`config.mk`:
```
export PLATFORM = sky130hd
export DESIGN_NAME = rfa_out_buf
export DESIGN_NICKNAME = d
export VERILOG_FILES = /design/src/rtl/assert_macros.svh /design/src/rtl/rfa_pkg.sv /design/src/rtl/rfa_out_buf.sv
export SDC_FILE = /design/constraint.sdc
export NUM_CORES = 1
export LEC_CHECK = 0
export ABC_AREA = 0
export BUFFER_PORTS_ARGS = -buffer_cell sky130_fd_sc_hd__buf_2
export CORE_UTILIZATION = 44
export DETAILED_ROUTE_END_ITERATION = 10
export PLACE_DENSITY = 0.87
export SYNTH_ARGS = -nofsm -noshare
export SYNTH_HDL_FRONTEND = slang
export SYNTH_SLANG_ARGS = --single-unit
```
`constraint.sdc`:
```
create_clock -name clk -period 3.5 [get_ports clk]
set_clock_uncertainty 0.2 [all_clocks]
set_input_delay 0 -clock clk [delete_from_list [all_inputs] [get_ports clk]]
set_output_delay 0 -clock clk [all_outputs]
set_load 0.1 [all_outputs]
```
`src/rtl/assert_macros.svh`:
```
// ----------------------------------------------------------------------------
// assert_macros.svh
// assertion helpers for the page frame allocator, clocked on clk, reset arst_n
// ----------------------------------------------------------------------------
`ifndef ASSERT_MACROS_SVH
`define ASSERT_MACROS_SVH
`ifndef SYNTH
`define ASSERT_SAME(lbl, ante, cons, msg) \
	lbl: assert property (@(posedge clk) disable iff (!arst_n) (ante) |-> (cons)) \
	else $error(msg);
`define ASSERT_NEXT(lbl, ante, cons, msg) \
	lbl: assert property (@(posedge clk) disable iff (!arst_n) (ante) |=> (cons)) \
	else $error(msg);
`else
`define ASSERT_SAME(lbl, ante, cons, msg)
`define ASSERT_NEXT(lbl, ante, cons, msg)
`endif
`endif

```
`src/rtl/rfa_pkg.sv`:
```
// ----------------------------------------------------------------------------
// rfa_pkg
// shared types and constants of the page frame allocator
// ----------------------------------------------------------------------------
package rfa_pkg;
	localparam int PAGE_COUNT_DEF = 262144;
	localparam int PAGE_SHIFT = 12;
	localparam int ADDR_W = 48;
	localparam int CNT_OUT_W = 19;
	localparam int ALLOC_OUT_W = 30;
	localparam int REF_W = 16;
	localparam logic [REF_W-1:0] REF_MAX = '1;

	typedef enum logic [1:0] {
		KIND_UNTRACKED = 2'd0,
		KIND_FREE      = 2'd1,
		KIND_RESERVED  = 2'd2
	} kind_t;

	typedef enum logic [2:0] {
		REQ_ALLOC    = 3'd0,
		REQ_FREE     = 3'd1,
		REQ_RETAIN   = 3'd2,
		REQ_MARK     = 3'd3,
		REQ_RESERVE  = 3'd4
	} req_t;

	typedef enum logic [3:0] {
		ST_CLEAR, ST_IDLE, ST_SETUP, ST_ALLOC_RD, ST_ALLOC_CHK,
		ST_PG_RD, ST_PG_CHK, ST_RNG_RD, ST_RNG_CHK, ST_DONE
	} state_t;

	typedef struct packed {
		kind_t            kind;
		logic [REF_W-1:0] refcnt;
	} page_ent_t;

	typedef struct packed {
		logic [CNT_OUT_W-1:0]   tracked_count;
		logic [CNT_OUT_W-1:0]   reserved_count;
		logic [CNT_OUT_W-1:0]   free_count;
		logic [ALLOC_OUT_W-1:0] alloc_address;
		logic                   status;
	} res_t;
endpackage

```
`src/rtl/rfa_out_buf.sv`:
```
// ----------------------------------------------------------------------------
// rfa_out_buf
// one-entry output register between the engine and the result channel
// ----------------------------------------------------------------------------
module rfa_out_buf (
	input  logic          clk,
	input  logic          arst_n,
	input  logic          in_valid,
	output logic          in_ready,
	input  rfa_pkg::res_t in_data,
	output logic          out_valid,
	input  logic          out_ready,
	output rfa_pkg::res_t out_data
);
	logic valid_q;
	rfa_pkg::res_t data_q;

	assign in_ready = !valid_q || out_ready;
	assign out_valid = valid_q;
	assign out_data = data_q;

	always_ff @(posedge clk or negedge arst_n) begin
		if (!arst_n) begin
			valid_q <= 1'b0;
		end else if (in_ready) begin
			valid_q <= in_valid;
		end
	end

	always_ff @(posedge clk) begin
		if (in_ready && in_valid) begin
			data_q <= in_data;
		end
	end
endmodule

```
# ---- Word-level counts from Yosys, hierarchy flattened
# Index checks and enable logic that the tools add are counted.
dict set report word_totals {
  regBits 89
  elab_cells 9
  latch_bits 0
  in_bits 92
  romBits 0
  mem_count 0
  output_inout_bits 90
  ramBits 0
}
dict set report op_classes {
  multipliers 0
  shift 0
  div 0
  n_bitwise 0
  n_eq_ne 0
  n_reduce_logical 3
  mux 0
  magnitude_cmp 0
  n_addsub 0
}
# op n
set op_table {}
lappend op_table {{logical AND 1 bit} 1}
lappend op_table {{zero test 1 bit} 1}
lappend op_table {{logical OR 1 bit} 1}

# ---- Logic depth before layout (Yosys ltp)
dict set report logic_depth {
  word_depth 3
  ltp_mapped 2
  mapped_depth_nobuf 2
}

# ---- Least setup slack after synthesis
# Ideal clock, no wire load.
dict set report synth_path {
  path_kind {register to register}
  start {reg valid_q, in the netlist out_valid}
  end {reg data_q, in the netlist out_data[0], enable pin}
  setup_slack_ps 934
  setup_ps 385
  n_path_buf 0
  required_ps 2915
  path_stages_with_launch 3
  arrival_time_ps 1981
  synth_period_minus_slack_ps 2566
  path_cell_list {dfrtp_1 -> nand2b_4 -> and2_4}
}
dict set report synth_between {
  elab_chain_cells 3
}
# item line
set synth_lines {}
lappend synth_lines {{from (decl)} rfa_out_buf.sv:15} ;# logic valid_q;
lappend synth_lines {{from (signal assigned)} rfa_out_buf.sv:26} ;# valid_q <= in_valid;
lappend synth_lines {{zero test 1 bit} rfa_out_buf.sv:18} ;# assign in_ready = !valid_q || out_ready;
lappend synth_lines {{logical OR 1 bit} rfa_out_buf.sv:18}
lappend synth_lines {{via in_ready} rfa_out_buf.sv:9} ;# output logic in_ready,
lappend synth_lines {{logical AND 1 bit} rfa_out_buf.sv:31} ;# if (in_ready && in_valid) begin
lappend synth_lines {{to (signal assigned)} rfa_out_buf.sv:32} ;# data_q <= in_data;
lappend synth_lines {{to (decl)} rfa_out_buf.sv:16} ;# rfa_pkg::res_t data_q;
# The timed path passes the listed nets, and every way through them passes these cells.
# A chain may end at the register's enable or synchronous reset.

# ---- Final worst setup path
dict set report layout_path {
  start {reg valid_q, in the netlist out_valid}
  end {reg data_q, in the netlist out_data[59], enable pin}
}
dict set report layout_between {
  elab_chain_cells 3
}
# item line
set layout_lines {}
lappend layout_lines {{zero test 1 bit} rfa_out_buf.sv:18}
lappend layout_lines {{logical OR 1 bit} rfa_out_buf.sv:18}
lappend layout_lines {{logical AND 1 bit} rfa_out_buf.sv:31}
# No other way between the ends.

==> metrics.cfg <==
[grt]
grt_max_degree = 89
overflow = 0
grt_antenna_before_repair = 0
grt_pass1_vias = 2242
grt_usage_pct = 26.1
grt_pass1_wl_mm = 11.4

[placement]
post-place-ws_ps = 1530
gp_congestion = 0.689
post-place-cells = 348
placed_area_um2 = 3700
port-buffer-count = 181

[detailed_routing]
drc_errors = 0
wl_per_cell_um = 18.1
dr.pass1.iters = 4
viasPerCell = 4.59
wl_mm = 8.27
num_vias = 2094
ant_nets = 0
drt_iter0_markers = 89

[clock_tree]
h-tree-depth = 3
cts-root-buf = clkbuf_8
post_cts_buffers = 0
clkTransAtPathRegs_ps = 100
clkLatencyLatePin_ps = 350
ctsResizeCount = 0
numClockSinks = 89
cts_buffer_depth = 2
cts_hold_buffers = 92
cts_made_buffers = 9
cts_tree = yes

[sta]
rsz0062_at_grt = no
timing.final.ws_setup_ps = 1490
tns_ps = 0
period_share_pct = 57.5
worst_pin_slew_ps = 1080
hold_ws_ps = 147
slew_violations = 0
fmax_mhz = 497
hold_violations = 0
finalSetupViolations = 0
fin_crit_ps = 2010
slew-limit-headroom_pct = 28.1

[synth]
synthCells = 92
ys_seq_area_share_pct = 98.9
yosys_warnings = 0
avgSynthCellArea_um2 = 29.3
synth_seq_cells = 89
ys_types = 5
syn_nets = 184
synth_area_um2 = 2700

[power]
p_seq_share_pct = 49.9
p_sw_share_pct = 34.8
clockPowerShare_pct = 25.0
powerDensity_nw_per_um2 = 527
p_leak_nw = 2.04
internal_power_mw = 1.64
p_sw_mw = 0.879
combinationalPowerShare_pct = 25.0
ir_drop_mv = 0.387

[floorplan]
initial_utilization_pct = 45.5
pin_count = 182
rows = 28
dieArea_um2 = 6440
core_um2 = 5920
die_h_um = 80.3
chipWidth_um = 80.3

[final_layout]
drive_gt1_share_pct = 52.0
final_nets = 468
multi_input_area_um2 = 28.8
final_cell_mix = buf_2, dlygate4sd3_1, edfxtp_1
final_cells = 456
final_common_cell = buf_2
regArea_um2 = 2670
fillers = 326
syn2layout_area_growth_pct = 77.5
diodes = 0
final_cell_area_um2 = 4790

[hold_path]
hold_class = in -> reg
min_delay_path_depth = 2
min_from = in_data[6]

[critical_path]
worstSetupPathType = reg -> reg
rr_startpoint = out_valid$_DFFE_PN0P_
cp-end-kind = flop
crit_fanout = 88
startpoint_type = flop
cp.arrival_ps = 1780
required_ps = 3260
worstSetupStartpoint = out_valid$_DFFE_PN0P_
rr_worst_depth = 2

[run]
drv_cap = 0

[run_status]
outcome = finished, final reports clean

==> routing by layer <==
layer	up-vias	wire length, um	part of all wire (%)	GRT usage, %
met3	23	532	6.4	7.50
met1	1009	2980	36	27.2
met2	127	4520	55	47.8
met4	0	238	2.9	12.7
li1	935	-	-	-
met5	-	0	0	0
==> per-stage QoR <==
step	utilization [%]	total power, mW
final	80.9	2.52
after global routing	80.9	2.59
after CTS	80.9	2.49
after detailed placement	62.4	1.82
after global placement	62.4	1.81
after floorplan	-	1.71
==> critical path, cell delays in order (launching register included) <==
cell and delay [ps]:
dfrtp_1 430, nand2b_4 100, and2_4 860
==> cell type report <==
type                       count  area share [%]
multi-input combinational      3           0.601
clock buffer                  10            2.67
tap                           75            1.96
timing repair buffer         273            38.2
clock inverter                 6           0.889
sequential                    89            55.7
==> synthesized netlist by cell type, drive strengths merged <==
| cell type | n | area [um^2] |
|---|---|---|
| edfxtp | 88 | 2640 |
| nand2b | 2 | 20.0 |
| dfrtp | 1 | 25.0 |
| and2 | 1 | 8.76 |
==> registers in the layout, indices dropped and copies added, names as in the netlist <==
register,cells
out_data,88
out_valid,1
==> cell families (layout without fill, tap and decap cells) <==
logic type,count (synthesis),after routing,share of synthesized area (%)
simple gates,3,3,1.07
flops,89,89,98.9
buf+inv,0,289,0
==> final timing paths <==
| check | to | slack (ps) |
|---|---|---|
| min in group asynchronous | out_valid$_DFFE_PN0P_ | 310 |
| worst min register to register | out_valid$_DFFE_PN0P_ | 960 |
| worst min-delay path | out_data[6]$_DFFE_PP_ | 150 |
| max in group asynchronous | out_valid$_DFFE_PN0P_ | 2690 |
| worst max-delay path | out_data[59]$_DFFE_PP_ | 1490 |
| worst max register to register | out_data[59]$_DFFE_PP_ | 1490 |
==> power by group through the flow <==
stage | Sequential [mW] | Combinational, mW | Clock, mW
after floorplan | 1.69 | 0.0276 | 0
after global placement | 1.28 | 0.537 | 0
after detailed placement | 1.28 | 0.542 | 0
after CTS | 1.26 | 0.620 | 0.617
after global routing | 1.26 | 0.646 | 0.675
final | 1.26 | 0.632 | 0.631
Power figures use the tool's default switching activity.
